## src/hdl/vrc_pkg.sv

```systemverilog
// Shared types, constants and helpers for the value-to-RGB colour map pipeline.
// Used by vrc_quant, vrc_shape, vrc_blend and value_to_rgb_colormap_top.
package vrc_pkg;

  localparam int FRAC_BITS = 16;
  localparam int FW        = FRAC_BITS + 1;
  localparam int IN_W      = 18;
  localparam int LEVEL_W   = 8;
  localparam int MODE_W    = 3;
  localparam int COLOUR_W  = 24;

  localparam logic [FW-1:0] ONE  = {1'b1, {FRAC_BITS{1'b0}}};
  localparam logic [FW-1:0] HALF = ONE >> 1;

  // Long division of the quantizer, a few quotient bits per pipeline stage.
  localparam int DIV_STEPS  = 4;
  localparam int DIV_STAGES = (FRAC_BITS + DIV_STEPS - 1) / DIV_STEPS;
  localparam int QW         = DIV_STAGES * DIV_STEPS;
  localparam int QX         = QW - FRAC_BITS;

  localparam logic REG_PALETTE_MODE = 1'b0;
  localparam logic REG_LEVEL_COUNT  = 1'b1;

  // Palette families, selected by the upper two bits of the palette mode.
  localparam logic [1:0] PAL_BYR = 2'd0;
  localparam logic [1:0] PAL_GYR = 2'd1;
  localparam logic [1:0] PAL_BWB = 2'd2;
  localparam logic [1:0] PAL_RWB = 2'd3;

  localparam logic [COLOUR_W-1:0] COL_RED    = 24'hFF0000;
  localparam logic [COLOUR_W-1:0] COL_YELLOW = 24'hFFFF00;
  localparam logic [COLOUR_W-1:0] COL_BLUE   = 24'h0000FF;
  localparam logic [COLOUR_W-1:0] COL_GREEN  = 24'h00FF00;
  localparam logic [COLOUR_W-1:0] COL_WHITE  = 24'hFFFFFF;
  localparam logic [COLOUR_W-1:0] COL_BLACK  = 24'h000000;

  typedef struct packed {
    logic [MODE_W-1:0]  palette_mode;
    logic [LEVEL_W-1:0] level_count;
  } cfg_t;

  typedef struct packed {
    logic [LEVEL_W-1:0] rem;
    logic [QW-1:0]      quo;
  } div_state_t;

  // Several restoring division steps; a remainder below the divisor stays below it.
  function automatic div_state_t div_step(input div_state_t s, input logic [LEVEL_W-1:0] d);
    div_state_t       o;
    logic [LEVEL_W:0] r2;
    logic             qb;
    o = s;
    for (int i = 0; i < DIV_STEPS; i++) begin
      r2 = {o.rem, 1'b0};
      qb = (r2 >= {1'b0, d});
      if (qb) begin
        r2 = r2 - {1'b0, d};
      end
      o.rem = r2[LEVEL_W-1:0];
      o.quo = {o.quo[QW-2:0], qb};
    end
    return o;
  endfunction

  // Start and end colour of the blend: the lower or upper half of the palette.
  function automatic logic [2*COLOUR_W-1:0] stop_pair(input logic [1:0] pal, input logic upper);
    logic [COLOUR_W-1:0] c0;
    logic [COLOUR_W-1:0] c1;
    logic [COLOUR_W-1:0] c2;
    unique case (pal)
      PAL_BYR: begin
        c0 = COL_RED;   c1 = COL_YELLOW; c2 = COL_BLUE;
      end
      PAL_GYR: begin
        c0 = COL_RED;   c1 = COL_YELLOW; c2 = COL_GREEN;
      end
      PAL_BWB: begin
        c0 = COL_BLACK; c1 = COL_WHITE;  c2 = COL_BLACK;
      end
      default: begin
        c0 = COL_RED;   c1 = COL_WHITE;  c2 = COL_BLUE;
      end
    endcase
    return upper ? {c1, c2} : {c0, c1};
  endfunction

endpackage

```

## src/hdl/vrc_quant.sv

```systemverilog
// Front of the colour map pipeline: clamping, reversal and level quantization.
// The quantizer divides by (levels - 1) in a pipelined long divider. Uses vrc_pkg.
module vrc_quant
  import vrc_pkg::*;
(
  input  logic                   clk,
  input  logic                   rst,
  input  logic                   advance,
  input  logic                   in_valid,
  input  logic signed [IN_W-1:0] sample_value,
  input  cfg_t                   cfg,
  output logic                   out_valid,
  output logic [FW-1:0]          frac
);

  logic [FRAC_BITS+15:0] scaled;
  logic [FW-1:0]         clamped;
  logic [FW-1:0]         f_next;
  logic                  quant;
  logic [LEVEL_W-1:0]    divisor;

  logic                  valid1;
  logic [FW-1:0]         f1;
  logic [FW+LEVEL_W-1:0] kprod;
  logic                  valid2;
  logic [FW-1:0]         f2;
  logic [LEVEL_W-1:0]    k2;

  div_state_t            div_in    [DIV_STAGES];
  div_state_t            div_out   [DIV_STAGES];
  div_state_t            div_q     [DIV_STAGES];
  logic                  div_valid [DIV_STAGES];
  logic                  div_sat   [DIV_STAGES];
  logic [FW-1:0]         div_f     [DIV_STAGES];
  logic [QW-1:0]         quo_shifted;
  logic [FW-1:0]         fq_next;

  assign quant   = cfg.level_count > 8'd1;
  assign divisor = cfg.level_count - 8'd1;
  assign scaled  = {sample_value[15:0], {FRAC_BITS{1'b0}}};

  always_comb begin
    priority if (sample_value[IN_W-1]) begin
      clamped = '0;
    end else if (sample_value[16]) begin
      clamped = ONE;
    end else begin
      clamped = {1'b0, scaled[FRAC_BITS+15:16]};
    end
    // Even palette modes run the gradient backwards.
    f_next = cfg.palette_mode[0] ? clamped : ONE - clamped;
  end

  assign kprod = {{LEVEL_W{1'b0}}, f1} * {{FW{1'b0}}, cfg.level_count};

  for (genvar g = 0; g < DIV_STAGES; g++) begin : g_div
    if (g == 0) begin : g_first
      assign div_in[g] = '{rem: k2, quo: '0};
    end else begin : g_next
      assign div_in[g] = div_q[g-1];
    end
    assign div_out[g] = div_step(div_in[g], divisor);
  end

  // Once k reaches (levels - 1) the quotient is at least one, so the level saturates.
  assign quo_shifted = div_q[DIV_STAGES-1].quo >> QX;

  always_comb begin
    if (!quant) begin
      fq_next = div_f[DIV_STAGES-1];
    end else if (div_sat[DIV_STAGES-1]) begin
      fq_next = ONE;
    end else begin
      fq_next = {1'b0, quo_shifted[FRAC_BITS-1:0]};
    end
  end

  always_ff @(posedge clk) begin
    if (rst) begin
      valid1    <= 1'b0;
      valid2    <= 1'b0;
      out_valid <= 1'b0;
      for (int i = 0; i < DIV_STAGES; i++) begin
        div_valid[i] <= 1'b0;
      end
    end else if (advance) begin
      valid1       <= in_valid;
      valid2       <= valid1;
      div_valid[0] <= valid2;
      for (int i = 1; i < DIV_STAGES; i++) begin
        div_valid[i] <= div_valid[i-1];
      end
      out_valid <= div_valid[DIV_STAGES-1];
    end
  end

  always_ff @(posedge clk) begin
    if (advance) begin
      f1         <= f_next;
      f2         <= f1;
      k2         <= kprod[FRAC_BITS+LEVEL_W-1:FRAC_BITS];
      div_f[0]   <= f2;
      div_sat[0] <= (k2 >= divisor);
      for (int i = 0; i < DIV_STAGES; i++) begin
        div_q[i] <= div_out[i];
      end
      for (int i = 1; i < DIV_STAGES; i++) begin
        div_f[i]   <= div_f[i-1];
        div_sat[i] <= div_sat[i-1];
      end
      frac <= fq_next;
    end
  end

endmodule

```

## src/hdl/vrc_shape.sv

```systemverilog
// Middle of the colour map pipeline: smoothstep curve and blend factor selection.
// Two multiplier stages build v^2 and v^3, a third picks the factor and stops. Uses vrc_pkg.
module vrc_shape
  import vrc_pkg::*;
(
  input  logic                clk,
  input  logic                rst,
  input  logic                advance,
  input  logic                in_valid,
  input  logic [FW-1:0]       frac,
  input  cfg_t                cfg,
  output logic                out_valid,
  output logic [FW-1:0]       t,
  output logic [COLOUR_W-1:0] colour_a,
  output logic [COLOUR_W-1:0] colour_b
);

  function automatic logic [FW-1:0] sat_one(input logic [FW+1:0] v);
    return (v > {2'b00, ONE}) ? ONE : v[FW-1:0];
  endfunction

  logic                quant;
  logic                lower_n;
  logic [FW-1:0]       v_n;
  logic [2*FW-1:0]     sq;
  logic [2*FW-1:0]     cube;

  logic                valid_a;
  logic                lower_a;
  logic [FW-1:0]       frac_a;
  logic [FW-1:0]       v_a;
  logic [FW-1:0]       v2_a;

  logic                valid_b;
  logic                lower_b;
  logic [FW-1:0]       frac_b;
  logic [FW-1:0]       v2_b;
  logic [FW-1:0]       v3_b;

  logic [FW+1:0]       smooth_raw;
  logic [FW-1:0]       smooth;
  logic [FW:0]         dbl_s;
  logic                upper;
  logic [FW-1:0]       t_next;
  logic [2*COLOUR_W-1:0] pair;

  assign quant   = cfg.level_count > 8'd1;
  assign lower_n = frac < HALF;
  assign v_n     = lower_n ? frac + HALF : frac - HALF;
  assign sq      = {{FW{1'b0}}, v_n} * {{FW{1'b0}}, v_n};
  assign cube    = {{FW{1'b0}}, v2_a} * {{FW{1'b0}}, v_a};

  always_comb begin
    smooth_raw = ({2'b00, v2_b} << 1) + {2'b00, v2_b} - ({2'b00, v3_b} << 1);
    smooth     = sat_one(smooth_raw);
    dbl_s      = {smooth, 1'b0};
    upper      = !lower_b;
    priority if (cfg.palette_mode[2:1] == PAL_BWB) begin
      t_next = frac_b;
      upper  = 1'b0;
    end else if (lower_b) begin
      if (quant) begin
        t_next = {frac_b[FW-2:0], 1'b0};
      end else if (dbl_s > {1'b0, ONE}) begin
        t_next = sat_one({1'b0, dbl_s - {1'b0, ONE}});
      end else begin
        t_next = '0;
      end
    end else begin
      if (quant) begin
        t_next = sat_one({1'b0, frac_b - HALF, 1'b0});
      end else begin
        t_next = sat_one({1'b0, dbl_s});
      end
    end
    pair = stop_pair(cfg.palette_mode[2:1], upper);
  end

  always_ff @(posedge clk) begin
    if (rst) begin
      valid_a   <= 1'b0;
      valid_b   <= 1'b0;
      out_valid <= 1'b0;
    end else if (advance) begin
      valid_a   <= in_valid;
      valid_b   <= valid_a;
      out_valid <= valid_b;
    end
  end

  always_ff @(posedge clk) begin
    if (advance) begin
      lower_a  <= lower_n;
      frac_a   <= frac;
      v_a      <= v_n;
      v2_a     <= sq[FRAC_BITS+FW-1:FRAC_BITS];
      lower_b  <= lower_a;
      frac_b   <= frac_a;
      v2_b     <= v2_a;
      v3_b     <= cube[FRAC_BITS+FW-1:FRAC_BITS];
      t        <= t_next;
      colour_a <= pair[2*COLOUR_W-1:COLOUR_W];
      colour_b <= pair[COLOUR_W-1:0];
    end
  end

endmodule

```

## src/hdl/vrc_blend.sv

```systemverilog
// Last stage of the colour map pipeline: blends two stop colours per channel
// and holds the result in the output register. Uses vrc_pkg.
module vrc_blend
  import vrc_pkg::*;
(
  input  logic                clk,
  input  logic                rst,
  input  logic                advance,
  input  logic                in_valid,
  input  logic [FW-1:0]       t,
  input  logic [COLOUR_W-1:0] colour_a,
  input  logic [COLOUR_W-1:0] colour_b,
  output logic                out_valid,
  output logic [7:0]          red,
  output logic [7:0]          green,
  output logic [7:0]          blue
);

  // A falling channel rounds its step up, so the result is the floor of the exact blend.
  function automatic logic [7:0] blend_channel(input logic [FW-1:0] f, input logic [7:0] a,
                                                input logic [7:0] b);
    logic [7:0]    diff;
    logic [FW+7:0] p;
    logic [FW+7:0] pc;
    diff = (b >= a) ? b - a : a - b;
    p    = {8'b0, f} * {{FW{1'b0}}, diff};
    pc   = p + {8'b0, ONE - 1'b1};
    if (b >= a) begin
      return a + p[FRAC_BITS+7:FRAC_BITS];
    end
    return a - pc[FRAC_BITS+7:FRAC_BITS];
  endfunction

  always_ff @(posedge clk) begin
    if (rst) begin
      out_valid <= 1'b0;
    end else if (advance) begin
      out_valid <= in_valid;
    end
  end

  always_ff @(posedge clk) begin
    if (advance) begin
      red   <= blend_channel(t, colour_a[23:16], colour_b[23:16]);
      green <= blend_channel(t, colour_a[15:8], colour_b[15:8]);
      blue  <= blend_channel(t, colour_a[7:0], colour_b[7:0]);
    end
  end

endmodule

```

## src/hdl/value_to_rgb_colormap_top.sv

```systemverilog
// Top level of the value-to-RGB colour map: configuration registers and pipeline control.
// Instantiates vrc_quant, vrc_shape and vrc_blend; uses vrc_pkg.
//
//   Channel   Signals                            Moves
//   input     in_valid, in_ready, sample_value   one Q2.16 sample per transaction
//   output    out_valid, out_ready, red/g/b      one colour per transaction
//   config    wr_en, wr_index, wr_data           register write, no handshake
//
// One sample is taken every clock while the output side keeps up; the pipeline depth is
// set by the quantizer's long divider, which yields four quotient bits per stage, and by
// the two multiplier stages of the curve.
// Synchronous reset clears the valid bits and both registers to zero.
// When a result waits at the output, the whole pipeline holds; nothing is dropped.
module value_to_rgb_colormap_top
  import vrc_pkg::*;
(
  input  logic                   clk,
  input  logic                   rst,
  input  logic                   in_valid,
  output logic                   in_ready,
  input  logic signed [IN_W-1:0] sample_value,
  output logic                   out_valid,
  input  logic                   out_ready,
  output logic [7:0]             red,
  output logic [7:0]             green,
  output logic [7:0]             blue,
  input  logic                   wr_en,
  input  logic                   wr_index,
  input  logic [LEVEL_W-1:0]     wr_data
);

  cfg_t                cfg;
  logic                advance;
  logic                quant_valid;
  logic [FW-1:0]       quant_frac;
  logic                shape_valid;
  logic [FW-1:0]       shape_t;
  logic [COLOUR_W-1:0] shape_a;
  logic [COLOUR_W-1:0] shape_b;

  assign advance  = !out_valid || out_ready;
  assign in_ready = advance;

  always_ff @(posedge clk) begin
    if (rst) begin
      cfg <= '0;
    end else if (wr_en) begin
      if (wr_index == REG_PALETTE_MODE) begin
        cfg.palette_mode <= wr_data[MODE_W-1:0];
      end else begin
        cfg.level_count <= wr_data;
      end
    end
  end

  vrc_quant u_quant (
    .clk          (clk),
    .rst          (rst),
    .advance      (advance),
    .in_valid     (in_valid),
    .sample_value (sample_value),
    .cfg          (cfg),
    .out_valid    (quant_valid),
    .frac         (quant_frac)
  );

  vrc_shape u_shape (
    .clk       (clk),
    .rst       (rst),
    .advance   (advance),
    .in_valid  (quant_valid),
    .frac      (quant_frac),
    .cfg       (cfg),
    .out_valid (shape_valid),
    .t         (shape_t),
    .colour_a  (shape_a),
    .colour_b  (shape_b)
  );

  vrc_blend u_blend (
    .clk       (clk),
    .rst       (rst),
    .advance   (advance),
    .in_valid  (shape_valid),
    .t         (shape_t),
    .colour_a  (shape_a),
    .colour_b  (shape_b),
    .out_valid (out_valid),
    .red       (red),
    .green     (green),
    .blue      (blue)
  );

`ifndef SYNTHESIS
  // The grey palettes only ever produce shades of grey.
  assert property (@(posedge clk) disable iff (rst)
    out_valid && cfg.palette_mode[2:1] == PAL_BWB |-> red == green && green == blue)
    else $error("grey palette produced a coloured output");

  // Red-yellow into blue: full red with no blue, or red equal to green.
  assert property (@(posedge clk) disable iff (rst)
    out_valid && cfg.palette_mode[2:1] == PAL_BYR |->
      (red == 8'hFF && blue == 8'h00) || (red == green))
    else $error("colour off the red-yellow-blue path");

  // Red-white-blue: each half keeps one channel saturated and the other two equal.
  assert property (@(posedge clk) disable iff (rst)
    out_valid && cfg.palette_mode[2:1] == PAL_RWB |->
      (red == 8'hFF && green == blue) || (blue == 8'hFF && red == green))
    else $error("colour off the red-white-blue path");
`endif

endmodule
```

## config.mk

```make
export PLATFORM = sky130hd
export DESIGN_NAME = value_to_rgb_colormap_top
export DESIGN_NICKNAME = d
export VERILOG_FILES = /design/src/hdl/vrc_pkg.sv /design/src/hdl/vrc_quant.sv /design/src/hdl/vrc_shape.sv /design/src/hdl/vrc_blend.sv /design/src/hdl/value_to_rgb_colormap_top.sv
export SDC_FILE = /design/constraint.sdc
export NUM_CORES = 2
export LEC_CHECK = 0
export BUFFER_PORTS_ARGS = -buffer_cell sky130_fd_sc_hd__buf_2
export CAP_MARGIN = 20
export CORE_MARGIN = 3
export CORE_UTILIZATION = 35
export CTS_CLUSTER_DIAMETER = 50
export DETAILED_ROUTE_END_ITERATION = 10
export GPL_TIMING_DRIVEN = 0
export HOLD_SLACK_MARGIN = 0.08
export PLACE_DENSITY = 0.46
export SYNTH_ARGS = -nofsm -noshare
export SYNTH_HDL_FRONTEND = slang
export SYNTH_HIERARCHICAL = 1
export SYNTH_SLANG_ARGS = --single-unit
```

## constraint.sdc

```tcl
create_clock -name clk -period 15.6 [get_ports clk]
set_clock_uncertainty 0.1 [all_clocks]
set_input_delay 2.34 -clock clk [delete_from_list [all_inputs] [get_ports clk]]
set_output_delay 2.34 -clock clk [all_outputs]
set_load 0.03 [all_outputs]
```

==> impl_metrics.py <==
metrics = {
    "routing": {
        "finalWirelength_um": 168000,
        "dr.pass1.iters": 5,
        "wire_per_inst_um": 19.6,
        "drtIter0Drc": 2248,
        "vias": 42900,
        "drc": 0,
        "via_per_inst": 4.99,
        "ant_nets": 0,
    },
    "timing": {
        "maxSlewHeadroom": 0.235,
        "setup_ws_ns": 1.08,
        "setup_violations": 0,
        "period_share": 0.931,
        "fin_crit_ns": 14.52,
        "hold_viol_final": 0,
        "drv_slew": 0,
        "rsz0062_at_grt": "false",
        "fmax_mhz": 68.9,
        "whs_ns": 0.310,
        "tightestPinTransition_ns": 1.14,
    },
    "critical_path": {
        "crit_fanout": 11,
        "crit_path_start_kind": "flop",
        "worst-setup-path-type": "reg -> reg",
        "cp_slowest_cell": "dfxtp_2",
        "cp_common_cell": "ha_1",
        "crit_path_end_kind": "flop",
        "cp.required_ns": 15.93,
        "arrival_ns": 14.85,
        "slowest_delay_ns": 0.57,
    },
    "logic_synthesis": {
        "async_flop_share": 0,
        "synth.largest_area_cell": "fa_1",
        "syn-num-nets": 7640,
        "ys_seq_elements": 353,
        "synth_seq_area_share": 0.179,
        "netlist_top_cells_count": "1153 x inv_1, 792 x fa_1, 609 x nand2_1",
        "synth_area_um2": 58200,
        "ys_warn_count": 6,
        "synth_top_area_share": 0.273,
        "yosysMostFrequentCell": "inv_1",
        "synth.avg_cell_area_um2": 9.32,
        "yosys.cell_types.count": 120,
        "ys.flop_type": "edfxtp_1",
        "netlist_instances": 6241,
        "synth_area_leaders": "fa_1 27%, edfxtp_1 17%, ha_1 12%",
        "synth_edf_count": 335,
    },
    "clocking": {
        "cts_tree": "done",
        "cts_max_level": 3,
        "cts_root_buf": "clkbuf_16",
        "cts_made_buffers": 66,
        "clk_pin_slew_ns": 0.06,
        "cts_buffer_depth": 3,
        "insertion_delay_ns": 0.68,
        "cts_sinks": 353,
    },
    "floorplanning": {
        "core_um2": 164000,
        "start_util": 0.355,
        "pin_count": 58,
        "num_rows": 148,
        "die_area_um2": 171000,
        "die_x_um": 414,
        "die_y_um": 414,
    },
    "finish": {
        "fillCellCount": 16700,
        "syn_to_final_growth_pct": 9.50,
        "post-route-util": 0.389,
        "drive_gt1_frac": 0.0593,
        "nets": 7775,
    },
    "global_routing": {
        "antenna_found_initial": 5,
        "grt_first_pass_wirelength_um": 265000,
        "grt_max_degree": 69,
        "grt_usage": 0.201,
        "grt_pass1_vias": 45000,
        "overflow": 0,
    },
    "run": {
        "maxCapViolCount": 0,
    },
    "placement": {
        "dp_slack_ns": -0.164,
        "dp_hpwl_um": 135000,
        "io_buffer_count": 57,
        "gp_congestion": 0.866,
    },
    "outcome": {
        "run_status": "finished clean",
    },
    "hold_path": {
        "hold_class": "reg -> reg",
    },
}
## metrics by stage
step	instance area [µm²]	std cells	setup TNS, ns
global placement	61200	8473	-161.87
detailed placement	61400	8480	-0.265
global route	63700	8604	0
floorplan	58200	6241	0
finish	63700	8606	0
CTS	63700	8601	0
## routing by layer
metal | vias up | global-route usage | wire [µm] | share of wire
li1 | 20600 | - | - | -
met1 | 21300 | 0.268 | 76100 | 0.45
met2 | 851 | 0.338 | 80300 | 0.48
met3 | 210 | 0.0267 | 7020 | 0.042
met4 | 2 | 0.0607 | 5010 | 0.030
met5 | - | 0 | 13 | 0.000077
## cells by family after synthesis
logic type	after synthesis	synth area share
muxes	82	0.0151
and+or+nand+nor	1809	0.160
AOI/OAI and AO/OA	924	0.109
adders and majority gates	1378	0.398
xor gates and xnor gates	274	0.0424
DFF	353	0.179
buffers and inverters	1421	0.0966
## timing repair
action	in CTS	in global routing
endpoints found under the setup margin	8	9
pin swaps	0	1
buffers inserted	0	2
hold buffers	0	0
gates resized for setup	1	5
## worst max-delay path: cells and delay by family, from the launching register on
| kind | cells | cell delay, ns |
|---|---|---|
| adder cells (fa/ha/maj) | 5 | 1.80 |
| multiplexers | 1 | 0.29 |
| flip-flops | 1 | 0.57 |
| AO/OA/AOI/OAI | 21 | 5.50 |
| AND/OR/NAND/NOR | 13 | 2.67 |
| buffers and inverters | 10 | 2.82 |
| XOR/XNOR | 1 | 0.44 |
## layout by cell type (no fill, tap or decap), types with 27 or more instances in the layout
cell,n
inv_1,1153
fa_1,792
nand2_1,609
ha_1,575
and2_1,455
edfxtp_1,335
a21oi_1,234
nor2_1,214
xnor2_1,183
clkbuf_1,182
o21ai_0,166
a21o_1,113
nand2b_1,95
xor2_1,84
nor2b_1,81
nor3_1,73
buf_2,71
clkbuf_16,66
nand3_1,54
buf_4,50
and3_1,47
mux2i_1,43
o21a_1,38
a211oi_1,37
a31oi_1,37
mux2_2,36
o21bai_1,34
or3_1,32
nor4_1,27
## sequential cells by signal, summed over array words and instances, names as in the netlist, 8 cells and up
| register | cells |
|---|---|
| u_shape/t | 17 |
| u_blend/green | 8 |
| u_quant/k2 | 8 |
| u_quant/div_q | 64 |
| u_blend/blue | 8 |
| cfg | 11 |
| u_quant/f2 | 17 |
| u_quant/frac | 17 |
| u_quant/f1 | 17 |
| u_blend/red | 8 |
| u_quant/div_f | 68 |
| u_shape/frac_b | 17 |
| u_shape/v2_b | 17 |
| u_shape/v2_a | 17 |
| u_shape/frac_a | 17 |
| u_shape/v3_b | 17 |
## worst paths after layout
| path | from | endpoint | slack [ns] | cells past startpoint |
|---|---|---|---|---|
| hold / removal | u_quant/f2[8]$_DFFE_PP_ | u_quant/div_f[0][8]$_DFFE_PP_ | 0.31 | 0 |
| setup reg to reg | cfg[0]$_SDFFE_PP0P_ | u_quant/div_q[2][21]$_DFFE_PP_ | 1.08 | 51 |
| hold reg to reg | u_quant/f2[8]$_DFFE_PP_ | u_quant/div_f[0][8]$_DFFE_PP_ | 0.31 | 0 |
| setup / recovery | cfg[0]$_SDFFE_PP0P_ | u_quant/div_q[2][21]$_DFFE_PP_ | 1.08 | 51 |
## cell type report
cell class | count | area [µm²] | share of cell area
multi-input cells | 4467 | 42200 | 0.662
inverters | 1158 | 4350 | 0.0683
flip-flops and latches | 353 | 10400 | 0.164
repair buffers | 67 | 500 | 0.00786
clock inverters | 49 | 578 | 0.00907
clock buffers | 72 | 1670 | 0.0263
diodes | 2 | 5.00 | 0.0000786
well taps | 2175 | 2720 | 0.0427
plain buffers | 263 | 1270 | 0.0200
Power is not shown: default switching activity piles up to over one toggle a cycle in this logic, so the estimate is an artifact.
